==> src/gss_pkg.sv <==
// Package for the golden-section search core: formats, constants, control word and microcode ROM.
package gss_pkg;

   // Field widths and fixed-point formats.
   localparam int STEP_W      = 7;
   localparam int X_W         = 32;
   localparam int F_W         = 64;
   localparam int FRAC_BITS   = 28;
   localparam int F_FRAC      = 40;
   localparam int M40_SHIFT   = F_FRAC - FRAC_BITS;
   localparam int Q30_SHIFT   = 30;
   localparam int REQ_TDATA_W = 72;
   localparam int RSP_TDATA_W = 96;

   // Golden ratio constants in Q30.
   localparam logic [31:0] PHI_INV_Q30           = 32'd663608942;
   localparam logic [31:0] ONE_MINUS_PHI_INV_Q30 = 32'd410132882;

   localparam logic [63:0] ONE_Q40 = 64'd1 << F_FRAC;
   localparam logic [63:0] F_MAX   = 64'h7fff_ffff_ffff_ffff;
   localparam logic [63:0] F_MIN   = 64'h8000_0000_0000_0000;

   // Microprogram counter and entry points.
   localparam int UPC_W = 5;
   typedef logic [UPC_W-1:0] upc_type;

   localparam upc_type UPC_IDLE = 5'd0;
   localparam upc_type UPC_LOOP = 5'd1;
   localparam upc_type UPC_FIN  = 5'd9;
   localparam upc_type UPC_POLY = 5'd11;

   // Sequencing operations.
   typedef enum logic [2:0] {
      SEQ_NEXT,
      SEQ_JUMP,
      SEQ_JZ,
      SEQ_CALL,
      SEQ_RET,
      SEQ_WAIT_IN,
      SEQ_WAIT_OUT
   } seq_op_type;

   // Multiplier operand selects.
   typedef enum logic [1:0] {
      MA_DMAG,
      MA_U_LO,
      MA_U_HI
   } ma_sel_type;

   typedef enum logic [1:0] {
      MB_C_LEFT,
      MB_C_RIGHT,
      MB_V_LO,
      MB_V_HI
   } mb_sel_type;

   // Accumulator operations.
   typedef enum logic [2:0] {
      ACC_HOLD,
      ACC_INIT_Q30,
      ACC_INIT_Q40,
      ACC_ADD32,
      ACC_ADD64
   } acc_op_type;

   // Datapath register writes.
   typedef enum logic [3:0] {
      DST_NONE,
      DST_DIFF,
      DST_XL,
      DST_XR,
      DST_FL,
      DST_UPDATE,
      DST_PLOAD,
      DST_PX2,
      DST_PX4,
      DST_PF
   } dst_type;

   // Polynomial argument loads.
   typedef enum logic [1:0] {
      X_HOLD,
      X_XL,
      X_XR,
      X_MID
   } x_op_type;

   // One control word of the microprogram.
   typedef struct packed {
      seq_op_type seq_op;
      upc_type    target;
      ma_sel_type ma;
      mb_sel_type mb;
      acc_op_type acc_op;
      dst_type    dst;
      x_op_type   x_op;
   } uword_type;

   // Status returned to the sequencer.
   typedef struct packed {
      logic in_fire;
      logic out_free;
      logic cnt_zero;
   } status_type;

   function automatic uword_type gss_uw(input seq_op_type s, input upc_type t,
                                        input ma_sel_type ma, input mb_sel_type mb,
                                        input acc_op_type ac, input dst_type d,
                                        input x_op_type xo);
      uword_type w;
      w.seq_op = s;
      w.target = t;
      w.ma     = ma;
      w.mb     = mb;
      w.acc_op = ac;
      w.dst    = d;
      w.x_op   = xo;
      return w;
   endfunction

   // Microprogram. Multiplier products are registered, so each accumulate operation sits in
   // the step after the one that chose its operands.
   function automatic uword_type gss_urom(input upc_type pc);
      uword_type w;
      unique case (pc)
         // Wait for a beat, then narrow the interval until the count runs out.
         5'd0:  w = gss_uw(SEQ_WAIT_IN, UPC_IDLE, MA_DMAG, MB_C_LEFT, ACC_HOLD,
                          DST_NONE, X_HOLD);
         5'd1:  w = gss_uw(SEQ_JZ, UPC_FIN, MA_DMAG, MB_C_LEFT, ACC_HOLD,
                          DST_DIFF, X_HOLD);
         5'd2:  w = gss_uw(SEQ_NEXT, UPC_IDLE, MA_DMAG, MB_C_LEFT, ACC_HOLD,
                          DST_NONE, X_HOLD);
         5'd3:  w = gss_uw(SEQ_NEXT, UPC_IDLE, MA_DMAG, MB_C_RIGHT, ACC_INIT_Q30,
                          DST_NONE, X_HOLD);
         5'd4:  w = gss_uw(SEQ_NEXT, UPC_IDLE, MA_DMAG, MB_C_LEFT, ACC_INIT_Q30,
                          DST_XL, X_HOLD);
         5'd5:  w = gss_uw(SEQ_NEXT, UPC_IDLE, MA_DMAG, MB_C_LEFT, ACC_HOLD,
                          DST_XR, X_HOLD);
         5'd6:  w = gss_uw(SEQ_CALL, UPC_POLY, MA_DMAG, MB_C_LEFT, ACC_HOLD,
                          DST_NONE, X_XL);
         5'd7:  w = gss_uw(SEQ_CALL, UPC_POLY, MA_DMAG, MB_C_LEFT, ACC_HOLD,
                          DST_FL, X_XR);
         5'd8:  w = gss_uw(SEQ_JUMP, UPC_LOOP, MA_DMAG, MB_C_LEFT, ACC_HOLD,
                          DST_UPDATE, X_HOLD);
         // Evaluate at the midpoint and hand over the result.
         5'd9:  w = gss_uw(SEQ_CALL, UPC_POLY, MA_DMAG, MB_C_LEFT, ACC_HOLD,
                          DST_NONE, X_MID);
         5'd10: w = gss_uw(SEQ_WAIT_OUT, UPC_IDLE, MA_DMAG, MB_C_LEFT, ACC_HOLD,
                          DST_NONE, X_HOLD);
         // Polynomial subroutine: x^2, x^4 and x^5 as 64 by 64 products.
         5'd11: w = gss_uw(SEQ_NEXT, UPC_IDLE, MA_DMAG, MB_C_LEFT, ACC_HOLD,
                          DST_PLOAD, X_HOLD);
         5'd12: w = gss_uw(SEQ_NEXT, UPC_IDLE, MA_U_LO, MB_V_LO, ACC_HOLD,
                          DST_NONE, X_HOLD);
         5'd13: w = gss_uw(SEQ_NEXT, UPC_IDLE, MA_U_LO, MB_V_HI, ACC_INIT_Q40,
                          DST_NONE, X_HOLD);
         5'd14: w = gss_uw(SEQ_NEXT, UPC_IDLE, MA_U_HI, MB_V_LO, ACC_ADD32,
                          DST_NONE, X_HOLD);
         5'd15: w = gss_uw(SEQ_NEXT, UPC_IDLE, MA_U_HI, MB_V_HI, ACC_ADD32,
                          DST_NONE, X_HOLD);
         5'd16: w = gss_uw(SEQ_NEXT, UPC_IDLE, MA_DMAG, MB_C_LEFT, ACC_ADD64,
                          DST_NONE, X_HOLD);
         5'd17: w = gss_uw(SEQ_NEXT, UPC_IDLE, MA_DMAG, MB_C_LEFT, ACC_HOLD,
                          DST_PX2, X_HOLD);
         5'd18: w = gss_uw(SEQ_NEXT, UPC_IDLE, MA_U_LO, MB_V_LO, ACC_HOLD,
                          DST_NONE, X_HOLD);
         5'd19: w = gss_uw(SEQ_NEXT, UPC_IDLE, MA_U_LO, MB_V_HI, ACC_INIT_Q40,
                          DST_NONE, X_HOLD);
         5'd20: w = gss_uw(SEQ_NEXT, UPC_IDLE, MA_U_HI, MB_V_LO, ACC_ADD32,
                          DST_NONE, X_HOLD);
         5'd21: w = gss_uw(SEQ_NEXT, UPC_IDLE, MA_U_HI, MB_V_HI, ACC_ADD32,
                          DST_NONE, X_HOLD);
         5'd22: w = gss_uw(SEQ_NEXT, UPC_IDLE, MA_DMAG, MB_C_LEFT, ACC_ADD64,
                          DST_NONE, X_HOLD);
         5'd23: w = gss_uw(SEQ_NEXT, UPC_IDLE, MA_DMAG, MB_C_LEFT, ACC_HOLD,
                          DST_PX4, X_HOLD);
         5'd24: w = gss_uw(SEQ_NEXT, UPC_IDLE, MA_U_LO, MB_V_LO, ACC_HOLD,
                          DST_NONE, X_HOLD);
         5'd25: w = gss_uw(SEQ_NEXT, UPC_IDLE, MA_U_LO, MB_V_HI, ACC_INIT_Q40,
                          DST_NONE, X_HOLD);
         5'd26: w = gss_uw(SEQ_NEXT, UPC_IDLE, MA_U_HI, MB_V_LO, ACC_ADD32,
                          DST_NONE, X_HOLD);
         5'd27: w = gss_uw(SEQ_NEXT, UPC_IDLE, MA_U_HI, MB_V_HI, ACC_ADD32,
                          DST_NONE, X_HOLD);
         5'd28: w = gss_uw(SEQ_NEXT, UPC_IDLE, MA_DMAG, MB_C_LEFT, ACC_ADD64,
                          DST_NONE, X_HOLD);
         5'd29: w = gss_uw(SEQ_RET, UPC_IDLE, MA_DMAG, MB_C_LEFT, ACC_HOLD,
                          DST_PF, X_HOLD);
         default: w = gss_uw(SEQ_JUMP, UPC_IDLE, MA_DMAG, MB_C_LEFT, ACC_HOLD,
                            DST_NONE, X_HOLD);
      endcase
      return w;
   endfunction

endpackage

==> src/golden_section_minimum_search_core.sv <==
// Top level of the golden-section minimum search core over x^5 + x^2 + 1.
// With N the step count clamped to MAX_STEPS, the core runs N narrowing steps, evaluates the
// polynomial at the midpoint and raises rsp_tvalid once the result register is free; the next
// request beat is taken only after that, so one search is in flight at a time. Every product
// goes through one 32 by 32 multiplier, four partial products for each 64-bit product.
// Synchronous reset returns the sequencer to idle and empties the result register.
module golden_section_minimum_search_core
   import gss_pkg::*;
#(
   parameter int MAX_STEPS = 64
)
(
   input  logic                   clock,
   input  logic                   reset,
   input  logic                   req_tvalid,
   output logic                   req_tready,
   // left_bound [31:0], right_bound [63:32], step_count [70:64], zero [71]
   input  logic [REQ_TDATA_W-1:0] req_tdata,
   output logic                   rsp_tvalid,
   input  logic                   rsp_tready,
   // minimum_location [31:0], minimum_value [95:32]
   output logic [RSP_TDATA_W-1:0] rsp_tdata
);

   uword_type             uword;
   status_type            status;
   logic                  in_fire;
   logic                  out_free;
   logic                  out_load;
   logic                  cnt_zero;
   logic signed [X_W-1:0] minimum_location;
   logic signed [F_W-1:0] minimum_value;

   logic                   rsp_tvalid_ff, rsp_tvalid_in;
   logic [RSP_TDATA_W-1:0] rsp_tdata_ff, rsp_tdata_in;

   // Handshakes. No beat is taken while reset is held.
   assign req_tready = (uword.seq_op == SEQ_WAIT_IN) & ~reset;
   assign in_fire    = req_tvalid & req_tready;
   assign out_free   = ~rsp_tvalid_ff | rsp_tready;
   assign out_load   = (uword.seq_op == SEQ_WAIT_OUT) & out_free;

   gss_seq u_seq (
      .clock  (clock),
      .reset  (reset),
      .status (status),
      .uword  (uword)
   );

   gss_dp #(
      .MAX_STEPS (MAX_STEPS)
   ) u_dp (
      .clock            (clock),
      .uword            (uword),
      .in_fire          (in_fire),
      .left_bound       ($signed(req_tdata[31:0])),
      .right_bound      ($signed(req_tdata[63:32])),
      .step_count       (req_tdata[70:64]),
      .cnt_zero         (cnt_zero),
      .minimum_location (minimum_location),
      .minimum_value    (minimum_value)
   );

   // Status bits for the sequencer, in the order of the status record.
   assign status = {in_fire, out_free, cnt_zero};

   // Result register: holds a finished beat while the next item is taken.
   always_comb begin
      rsp_tvalid_in = rsp_tvalid_ff;
      rsp_tdata_in  = rsp_tdata_ff;
      if (out_load) begin
         rsp_tvalid_in = 1'b1;
         rsp_tdata_in  = {minimum_value, minimum_location};
      end else if (rsp_tready) begin
         rsp_tvalid_in = 1'b0;
      end
   end

   always_ff @(posedge clock) begin
      if (reset) begin
         rsp_tvalid_ff <= 1'b0;
      end else begin
         rsp_tvalid_ff <= rsp_tvalid_in;
      end
      rsp_tdata_ff <= rsp_tdata_in;
   end

   assign rsp_tvalid = rsp_tvalid_ff;
   assign rsp_tdata  = rsp_tdata_ff;

endmodule

==> src/gss_seq.sv <==
// Microcode sequencer: step counter, return link and control word ROM.
module gss_seq
   import gss_pkg::*;
(
   input  logic       clock,
   input  logic       reset,
   input  status_type status,
   output uword_type  uword
);

   upc_type pc_ff, pc_in;
   upc_type link_ff, link_in;
   upc_type pc_next;

   // Control word for the current step.
   assign uword   = gss_urom(pc_ff);
   assign pc_next = pc_ff + upc_type'(1);

   // Next step and return link.
   always_comb begin
      pc_in   = pc_next;
      link_in = link_ff;
      unique case (uword.seq_op)
         SEQ_NEXT:     pc_in = pc_next;
         SEQ_JUMP:     pc_in = uword.target;
         SEQ_JZ:       pc_in = status.cnt_zero ? uword.target : pc_next;
         SEQ_CALL: begin
            pc_in   = uword.target;
            link_in = pc_next;
         end
         SEQ_RET:      pc_in = link_ff;
         SEQ_WAIT_IN:  pc_in = status.in_fire ? pc_next : pc_ff;
         SEQ_WAIT_OUT: pc_in = status.out_free ? uword.target : pc_ff;
         default:      pc_in = UPC_IDLE;
      endcase
   end

   always_ff @(posedge clock) begin
      if (reset) begin
         pc_ff   <= UPC_IDLE;
         link_ff <= UPC_IDLE;
      end else begin
         pc_ff   <= pc_in;
         link_ff <= link_in;
      end
   end

endmodule

==> src/gss_mac.sv <==
// Shared 32 by 32 multiplier with a 128-bit rounding accumulator.
module gss_mac
   import gss_pkg::*;
(
   input  logic         clock,
   input  acc_op_type   acc_op,
   input  logic [31:0]  mul_a,
   input  logic [31:0]  mul_b,
   output logic [127:0] acc
);

   logic [63:0]  prod_ff, prod_in;
   logic [127:0] acc_ff, acc_in;

   localparam logic [127:0] RND_Q30 = 128'd1 << (Q30_SHIFT - 1);
   localparam logic [127:0] RND_Q40 = 128'd1 << (F_FRAC - 1);

   assign prod_in = mul_a * mul_b;
   assign acc     = acc_ff;

   // The first partial product enters with the rounding constant already added.
   always_comb begin
      case (acc_op)
         ACC_INIT_Q30: acc_in = {64'd0, prod_ff} + RND_Q30;
         ACC_INIT_Q40: acc_in = {64'd0, prod_ff} + RND_Q40;
         ACC_ADD32:    acc_in = acc_ff + {32'd0, prod_ff, 32'd0};
         ACC_ADD64:    acc_in = acc_ff + {prod_ff, 64'd0};
         default:      acc_in = acc_ff;
      endcase
   end

   always_ff @(posedge clock) begin
      prod_ff <= prod_in;
      acc_ff  <= acc_in;
   end

endmodule

==> src/gss_dp.sv <==
// Datapath: interval bounds, probes, polynomial registers and step count.
module gss_dp
   import gss_pkg::*;
#(
   parameter int MAX_STEPS = 64
)
(
   input  logic                  clock,
   input  uword_type             uword,
   input  logic                  in_fire,
   input  logic signed [X_W-1:0] left_bound,
   input  logic signed [X_W-1:0] right_bound,
   input  logic [STEP_W-1:0]     step_count,
   output logic                  cnt_zero,
   output logic signed [X_W-1:0] minimum_location,
   output logic signed [F_W-1:0] minimum_value
);

   localparam int CNT_W = $clog2(MAX_STEPS + 1);
   localparam int CMP_W = (CNT_W > STEP_W) ? CNT_W : STEP_W;
   localparam logic [CMP_W-1:0] MAX_CMP = CMP_W'(MAX_STEPS);

   logic signed [X_W-1:0] a_ff, a_in, b_ff, b_in;
   logic signed [X_W:0]   d_ff, d_in;
   logic signed [X_W-1:0] xl_ff, xl_in, xr_ff, xr_in, x_ff, x_in;
   logic [63:0]           u_ff, u_in, v_ff, v_in, pos_ff, pos_in;
   logic                  neg_ff, neg_in, ovf_ff, ovf_in;
   logic signed [F_W-1:0] fl_ff, fl_in, f_ff, f_in;
   logic [CNT_W-1:0]      cnt_ff, cnt_in;

   logic [CMP_W-1:0] step_ext;
   logic [X_W:0]     d_abs, x_ext, x_abs;
   logic [63:0]      m40;
   logic [31:0]      mul_a, mul_b;
   logic [127:0]     acc;
   logic [X_W:0]     scale_mag;
   logic [X_W+1:0]   scale_off, probe_sum;
   logic [63:0]      res;
   logic             res_ovf, ovf_all;
   logic [64:0]      pos_sum;
   logic [63:0]      pos_sat;
   logic [65:0]      f_sum;
   logic [63:0]      f_new;
   logic [X_W:0]     mid_sum;

   // Magnitudes of the interval width and of the polynomial argument.
   assign d_abs = d_ff[X_W] ? (~$unsigned(d_ff) + 33'd1) : $unsigned(d_ff);
   assign x_ext = {x_ff[X_W-1], x_ff};
   assign x_abs = x_ff[X_W-1] ? (~x_ext + 33'd1) : x_ext;
   assign m40   = {32'd0, x_abs[X_W-1:0]} << M40_SHIFT;

   // Multiplier operand selection.
   always_comb begin
      case (uword.ma)
         MA_DMAG: mul_a = d_abs[31:0];
         MA_U_LO: mul_a = u_ff[31:0];
         MA_U_HI: mul_a = u_ff[63:32];
         default: mul_a = '0;
      endcase
      case (uword.mb)
         MB_C_LEFT:  mul_b = ONE_MINUS_PHI_INV_Q30;
         MB_C_RIGHT: mul_b = PHI_INV_Q30;
         MB_V_LO:    mul_b = v_ff[31:0];
         MB_V_HI:    mul_b = v_ff[63:32];
         default:    mul_b = '0;
      endcase
   end

   gss_mac u_mac (
      .clock  (clock),
      .acc_op (uword.acc_op),
      .mul_a  (mul_a),
      .mul_b  (mul_b),
      .acc    (acc)
   );

   // Probe: the rounded scaled width takes the sign of the width and is added to a.
   assign scale_mag = acc[Q30_SHIFT+X_W:Q30_SHIFT];
   assign scale_off = d_ff[X_W] ? (~{1'b0, scale_mag} + 34'd1) : {1'b0, scale_mag};
   assign probe_sum = {{2{a_ff[X_W-1]}}, a_ff} + scale_off;

   // Rounded Q40 product and its overflow flag.
   assign res     = acc[F_FRAC+63:F_FRAC];
   assign res_ovf = |acc[127:F_FRAC+64];
   assign ovf_all = ovf_ff | res_ovf;

   // One plus x squared, saturating.
   assign pos_sum = {1'b0, res} + {1'b0, ONE_Q40};
   assign pos_sat = pos_sum[64] ? '1 : pos_sum[63:0];

   // Final value: add or subtract x^5 and clamp to the signed 64-bit range.
   assign f_sum = neg_ff ? ({2'b00, pos_ff} - {2'b00, res}) : ({2'b00, pos_ff} + {2'b00, res});

   always_comb begin
      if (ovf_all) begin
         f_new = neg_ff ? F_MIN : F_MAX;
      end else if (f_sum[65:63] == 3'b000 || f_sum[65:63] == 3'b111) begin
         f_new = f_sum[63:0];
      end else begin
         f_new = f_sum[65] ? F_MIN : F_MAX;
      end
   end

   // Midpoint, rounded toward minus infinity.
   assign mid_sum  = {a_ff[X_W-1], a_ff} + {b_ff[X_W-1], b_ff};
   assign step_ext = CMP_W'(step_count);

   // Register updates.
   always_comb begin
      a_in   = a_ff;
      b_in   = b_ff;
      d_in   = d_ff;
      xl_in  = xl_ff;
      xr_in  = xr_ff;
      u_in   = u_ff;
      v_in   = v_ff;
      pos_in = pos_ff;
      neg_in = neg_ff;
      ovf_in = ovf_ff;
      fl_in  = fl_ff;
      f_in   = f_ff;
      cnt_in = cnt_ff;

      if (in_fire) begin
         a_in   = left_bound;
         b_in   = right_bound;
         cnt_in = (step_ext > MAX_CMP) ? MAX_CMP[CNT_W-1:0] : step_ext[CNT_W-1:0];
      end

      unique case (uword.dst)
         DST_NONE: begin
         end
         DST_DIFF: d_in = {b_ff[X_W-1], b_ff} - {a_ff[X_W-1], a_ff};
         DST_XL:   xl_in = $signed(probe_sum[X_W-1:0]);
         DST_XR:   xr_in = $signed(probe_sum[X_W-1:0]);
         DST_FL:   fl_in = f_ff;
         DST_UPDATE: begin
            if (fl_ff < f_ff) begin
               b_in = xr_ff;
            end else if (fl_ff > f_ff) begin
               a_in = xl_ff;
            end
            cnt_in = cnt_ff - CNT_W'(1);
         end
         DST_PLOAD: begin
            u_in   = m40;
            v_in   = m40;
            neg_in = x_ff[X_W-1];
            ovf_in = 1'b0;
         end
         DST_PX2: begin
            u_in   = res;
            v_in   = res;
            pos_in = pos_sat;
            ovf_in = ovf_all;
         end
         DST_PX4: begin
            u_in   = res;
            v_in   = m40;
            ovf_in = ovf_all;
         end
         DST_PF:   f_in = $signed(f_new);
         default: begin
         end
      endcase
   end

   // Polynomial argument.
   always_comb begin
      case (uword.x_op)
         X_XL:    x_in = xl_ff;
         X_XR:    x_in = xr_ff;
         X_MID:   x_in = $signed(mid_sum[X_W:1]);
         default: x_in = x_ff;
      endcase
   end

   always_ff @(posedge clock) begin
      a_ff   <= a_in;
      b_ff   <= b_in;
      d_ff   <= d_in;
      xl_ff  <= xl_in;
      xr_ff  <= xr_in;
      x_ff   <= x_in;
      u_ff   <= u_in;
      v_ff   <= v_in;
      pos_ff <= pos_in;
      neg_ff <= neg_in;
      ovf_ff <= ovf_in;
      fl_ff  <= fl_in;
      f_ff   <= f_in;
      cnt_ff <= cnt_in;
   end

   assign cnt_zero         = (cnt_ff == '0);
   assign minimum_location = x_ff;
   assign minimum_value    = f_ff;

endmodule

==> config.mk <==
export PLATFORM = sky130hd
export DESIGN_NAME = golden_section_minimum_search_core
export DESIGN_NICKNAME = d
export VERILOG_FILES = /design/src/gss_pkg.sv /design/src/golden_section_minimum_search_core.sv /design/src/gss_seq.sv /design/src/gss_mac.sv /design/src/gss_dp.sv
export SDC_FILE = /design/constraint.sdc
export NUM_CORES = 2
export LEC_CHECK = 0
export BUFFER_PORTS_ARGS = -buffer_cell sky130_fd_sc_hd__buf_2
export CAP_MARGIN = 30
export CORE_MARGIN = 1
export CORE_UTILIZATION = 44
export DETAILED_ROUTE_END_ITERATION = 10
export PLACE_DENSITY = 0.58
export SETUP_SLACK_MARGIN = 0.05
export SLEW_MARGIN = 0
export SYNTH_ARGS = -nofsm -noshare
export SYNTH_HDL_FRONTEND = slang
export SYNTH_SLANG_ARGS = --single-unit
==> constraint.sdc <==
create_clock -name clock -period 14.2 [get_ports clock]
set_input_delay 0 -clock clock [delete_from_list [all_inputs] [get_ports clock]]
set_output_delay 0 -clock clock [all_outputs]
set_load 0.05 [all_outputs]
==> Yosys cells after proc, flatten, opt, wreduce, memory -nomap -nowiden <==
Memory sizes are Yosys's and may differ from the RTL's. A register that Yosys moved wholly into a read port is not among the register bits.
Index checks and enable logic that the tools add are counted.
{ "totals": {"regBits": 821, "romBits": 608, "input_bits": 76, "out_inout_bits": 98, "word_cells": 130, "memories": 1} }
{ "classes": {"n_addsub": 15, "mul": 1, "magnitude_cmp": 3, "eq_ne": 30, "n_mux": 33, "bitwise_logic": 10, "reduce_logical": 17} }
{ "memory_table": {"columns": ["memory", "words", "width", "read_ports", "rd_clocked_by_memory_dff", "write_ports", "line", "text"], "rows": [
  ["(no name shown)", 32, 19, 1, 1, 0, "gss_pkg.sv:125", "unique case (pc)"]
]} }
{ "ops": {"columns": ["operator", "n"], "rows": [
  ["case mux 128 bit (4 select lines)", 1],
  ["2-to-1 mux 32 bit", 10],
  ["2-to-1 mux 64 bit", 4],
  ["case mux 64 bit (2 select lines)", 2],
  ["case mux 32 bit (3 select lines)", 2],
  ["adder 128 bit", 1],
  ["adder 128 x 96 -> 128 bit", 1],
  ["case mux 32 bit (4 select lines)", 1],
  ["adder 32 x 1 -> 32 bit (second input constant)", 3],
  ["NOT 32 bit", 3],
  ["2-to-1 mux 66 bit", 1],
  ["adder 64 x 30 -> 65 bit (second input constant)", 1],
  ["adder 64 x 40 -> 65 bit (second input constant)", 1],
  ["adder 64 x 41 -> 65 bit (second input constant)", 1],
  ["adder 64 x 64 -> 65 bit", 1],
  ["subtractor 64 x 64 -> 65 bit", 1],
  ["greater-than comparator 64 bit", 1],
  ["< comparator 64 bit", 1],
  ["multiplier 32 x 32 -> 64 bit", 1],
  ["adder 32 x 32 -> 33 bit", 1],
  ["subtractor 32 x 32 -> 33 bit", 1],
  ["adder 32 bit", 1],
  ["case mux 5 bit (6 select lines)", 1],
  ["2-to-1 mux 5 bit", 5],
  ["other kinds (29)", 63]
]} }

==> Depth between registers and ports, before layout <==
{ "logic_depth": {"ltp_word": 7, "depth_mapped": 42} }

==> Modules after synthesis <==
Synthesis repeated with hierarchy kept, for this count alone.
{ "unflattened": {"cells_unflattened": 9690, "hier_area_um2": 89731.1} }
{ "modules_own_cells": {"columns": ["module", "n_inst", "cells_each", "area_per_inst_um2", "seq_area_each_um2"], "rows": [
  ["gss_mac", 1, 5383, 48227.5, 5124.9],
  ["gss_dp", 1, 4001, 36794.0, 15034.4],
  ["golden_section_minimum_search_core", 1, 103, 2946.6, 2902.8],
  ["gss_seq", 1, 203, 1762.9, 580.6]
]} }

==> Least setup slack after synthesis <==
Ideal clock, no wire load.
{ "synth_timing": {"path_type": "register -> register", "from": "register u_dp.d_ff[0]", "to": "register u_dp.u_mac.prod_ff[52]", "setup_time_ns": 0.127, "arrival_time_ns": 10.167, "setup_slack_ns": 3.906, "stages_incl_launch_ff": 40, "n_path_buf": 1, "period_less_slack_ns": 10.294, "cell_sequence": "edfxtp_1 -> inv_1 -> ha_1 -> nand2_1 -> or3_1 -> or3_1 -> or4_1 -> nand2b_1 -> o41ai_2 -> nand2_1 -> xnor2_1 -> o21ai_1 -> a22oi_2 -> buf_2 -> nor2_1 -> fa_1 -> fa_1 -> fa_1 -> (+4 left out) -> fa_1 -> fa_1 -> inv_1 -> fa_1 -> inv_1 -> ha_1 -> and3_1 -> and2_1 -> a221oi_1 -> o21ai_0 -> or3b_2 -> o211ai_1 -> a21boi_1 -> or4_1 -> o311ai_1 -> o21ai_0 -> a21oi_1 -> xnor2_1"} }
{ "synth_between": {"elab_chain_len": 5} }
{ "synth_rtl": {"columns": ["element", "line", "text"], "rows": [
  ["start: declaration", "gss_dp.sv:24", "logic signed [X_W:0] d_ff, d_in;"],
  ["start signal: assignment", "gss_dp.sv:181", "d_ff <= d_in;"],
  ["NOT 32 bit", "gss_dp.sv:47", "assign d_abs = d_ff[X_W] ? (~$unsigned(d_ff) + 33'd1) : $unsigned(d_ff);"],
  ["adder 32 x 1 -> 32 bit", "gss_dp.sv:47", null],
  ["2-to-1 mux 32 bit (*)", "gss_dp.sv:47", null],
  ["case mux 32 bit (3 select lines) (*)", "gss_dp.sv:54", "case (uword.ma)"],
  ["multiplier 32 x 32 -> 64 bit (*)", "gss_mac.sv:18", "assign prod_in = mul_a * mul_b;"],
  ["net u_dp.u_mac.prod_in[52]", "gss_mac.sv:12", "logic [63:0] prod_ff, prod_in;"],
  ["end signal: assignment", "gss_mac.sv:33", "prod_ff <= prod_in;"],
  ["end: declaration", "gss_mac.sv:12", null]
]} }
The timed path passes the listed nets; every way through them passes the cells marked *.
A chain may end at the register's enable or synchronous reset.

==> Worst setup path after layout <==
Same ends and word-level chain as after synthesis.

==> summary.txt <==
status -> finished, final reports clean
initial antenna violation count -> 13
WP data required -> 14.86 ns
Core ar. -> 0.195 mm²
H-tree levels -> 3
crit start category -> flop
gpl congestion -> 1.01
share of cells above drive strength 1 -> 0.0813
Fill cells -> 18500
CP Max Fanout -> 10
Post-CTS Setup Repair Bufs -> 0
top_reg_cell synth -> edfxtp_1
post-synthesis sequential area ratio -> 0.262
achievable clock frequency -> 81.6 MHz
clock buffer depth -> 3
total CTS buffers -> 94
Clock Skew -> 0.0489 ns
final period utilization -> 0.863
number of flops mapped to enable cells by yosys -> 652
Detailed Route WL -> 312000 µm
ys async rst share -> 0
vias per cell -> 5.85
Mapped Nets -> 11200
Final Hold Viols -> 0
die width -> 446 µm
Syn Area/Cell -> 9.14 µm²
CP arrival -> 12.91 ns
Buf/Inv on CP -> 5
grt ovf -> 0
slowest cell on the critical path -> o21a_1
CTS tree -> yes
worst hold path type -> in2reg
hpwl dp -> 243000 µm
most frequent cells in the layout -> inv_1, nor2_1, fa_1
DIE AREA -> 0.199 mm²
RSZ-0062 raised after global routing -> no
Area Overhead vs Synth -> 9.42%
critical path's largest stage delay -> 0.57 ns
crit path kind -> reg2reg
Via Count -> 71900
CP top delay family -> adder cells
Iteration-0 DRC Markers -> 7153
Max Slew Vio Count -> 0
Root Driver -> clkbuf_16
CTS sink count -> 810
Seq cells post-synth -> 810
measured slew at the worst slew-check pin -> 1.08 ns
number of detailed-route iterations in the first pass -> 6
io pins -> 174
Final setup violation count -> 0
pin count of the biggest net entering global routing -> 97
Worst-path clk slew -> 0.06 ns
die height -> 446 µm
Most Frequent Cell on Critical Path -> fa_1
slew margin rel. -> 0.283
port buffer count -> 172
Initial Util -> 0.444
Tmin final -> 12.25 ns
clk_lat worst skew -> 0.76 ns
Mapped Area -> 0.0867 mm²
total negative slack -> 0 ns
gr usage total -> 0.311
Distinct cells, synth -> 106
first-pass GRT wire length -> 460000 µm
CP endpoint kind -> flop
Synthesis Warnings -> 0
wire length per cell -> 25.4 µm
Row Count -> 162
number of nets in the layout -> 11200
max capacitance violation total -> 0
commonest non-fill, non-tap cell in the layout -> inv_1
Antenna Nets Post-Route -> 0
number of global-route vias before repair -> 71400
cells after synthesis -> 9480
drt drc -> 0
## cells in the mapped netlist, types with 16 or more instances
cell type     n  area [µm²]
o22ai_1      81         507
clkbuf_1    392        1470
xnor2_1     314        2750
mux2i_1      35         350
o41ai_1      22         193
fa_1        903       18100
edfxtp_1    652       19600
xor2_1      166        1450
nor4_1       65         407
buf_1        31         116
a22oi_1      16         120
o31ai_1      64         480
ha_1        694        8680
o21ai_0     409        2050
and2_1       26         163
o211ai_1     40         300
a21o_1      229        1720
inv_1      1178        4420
and3_1       56         350
mux2_2      137        1540
buf_2        16        80.1
or4_1        21         158
or3_1        33         206
nand2b_1     87         544
a211oi_1     49         368
a31oi_1      58         363
o21bai_1     84         631
a21oi_1     601        3010
nand2_1     865        3250
nor3_1       88         440
nand4_1     102         638
nand3_1     139         696
nor2_1     1184        4440
o21ai_1      39         195
dfxtp_1     158        3160
o21a_1       81         608
nor2b_1      52         325
or2_2        17         106
## worst reg2reg max path, delay by kind of cell (launching register included)
kind                       cells  cell delay, ns
AOI/OAI and AO/OA             10            3.40
xor gates and xnor gates       2            0.32
adders and majority gates     10            4.60
buffers and inverters          5            0.29
DFF                            1            0.43
and+or+nand+nor               11            3.10
## flip-flops by register name, summed over array words and instances, names as in the netlist, 5 cells and up
signal,count
u_dp.u_mac.acc,98
rsp_tdata,96
u_dp.fl_ff,64
u_dp.minimum_value,64
u_dp.pos_ff,64
u_dp.u_ff,64
u_dp.u_mac.prod_ff,64
u_dp.v_ff,64
u_dp.d_ff,33
u_dp.a_ff,32
u_dp.b_ff,32
u_dp.minimum_location,32
u_dp.xl_ff,32
u_dp.xr_ff,32
u_seq.uword,19
u_dp.cnt_ff,7
u_seq.link_ff,5
u_seq.pc_ff,5
## worst paths after layout
kind,from,end,cells after the start,slack [ns]
hold reg to reg,u_dp.minimum_value[31],rsp_tdata[63],0,0.48
hold / removal,req_tdata[23],u_dp.a_ff[23],4,0.11
setup reg to reg,u_dp.d_ff[0],u_dp.u_mac.prod_ff[52],38,1.95
setup / recovery,u_dp.d_ff[0],u_dp.u_mac.prod_ff[52],38,1.95
## cell type report
type / count / area [µm²] / area share
multi-input combinational: 7030 / 57800 / 0.610
antenna: 7 / 17.5 / 0.000185
timing repair buffer: 446 / 3270 / 0.0345
clock buffer: 119 / 2620 / 0.0277
tap: 2624 / 3280 / 0.0346
inverter: 1185 / 4450 / 0.0469
clock inverter: 59 / 606 / 0.00639
sequential: 810 / 22700 / 0.240
## kinds of logic (layout without fill, tap and decap cells)
| group | after synthesis | count (layout) | share of synthesized area |
|---|---|---|---|
| simple gates | 2807 | 2807 | 0.142 |
| compound gates | 1973 | 1973 | 0.143 |
| buf+inv | 1640 | 1809 | 0.0731 |
| fa+ha+maj | 1597 | 1597 | 0.309 |
| flops | 810 | 810 | 0.262 |
| xor+xnor | 481 | 481 | 0.0487 |
| mux | 172 | 172 | 0.0218 |
| other cells | 0 | 7 | 0 |
## stage by stage
step / std cells / setup WS [ns] / util / area [µm²] / hold WS [ns]
CTS: 12300 / 2.18 / 0.484 / 94700 / 0.0517
global route: 12300 / 1.57 / 0.485 / 94800 / 0.113
finish: 12300 / 1.95 / 0.485 / 94800 / 0.107
floorplan: 9480 / 3.91 / - / 86700 / 0.178
detailed placement: 12000 / 2.24 / 0.464 / 90700 / 0.291
global placement: 12000 / 2.25 / 0.463 / 90500 / 0.284
## routing by layer
layer	global-route usage	vias to the layer above	routed length, µm
li1	-	32100	-
met1	0.418	36000	130000
met2	0.478	3135	138000
met3	0.0642	625	27300
met4	0.148	6	17000
met5	0	-	47
## repair_timing
item	4_1_cts	5_1_grt
hold buffers	78	1
resized for setup	0	0
hold endpoints to repair	90	2
Power is left out: the tool's default activity adds up to more than one toggle a clock period on the data nets, which glitch-free logic cannot reach.
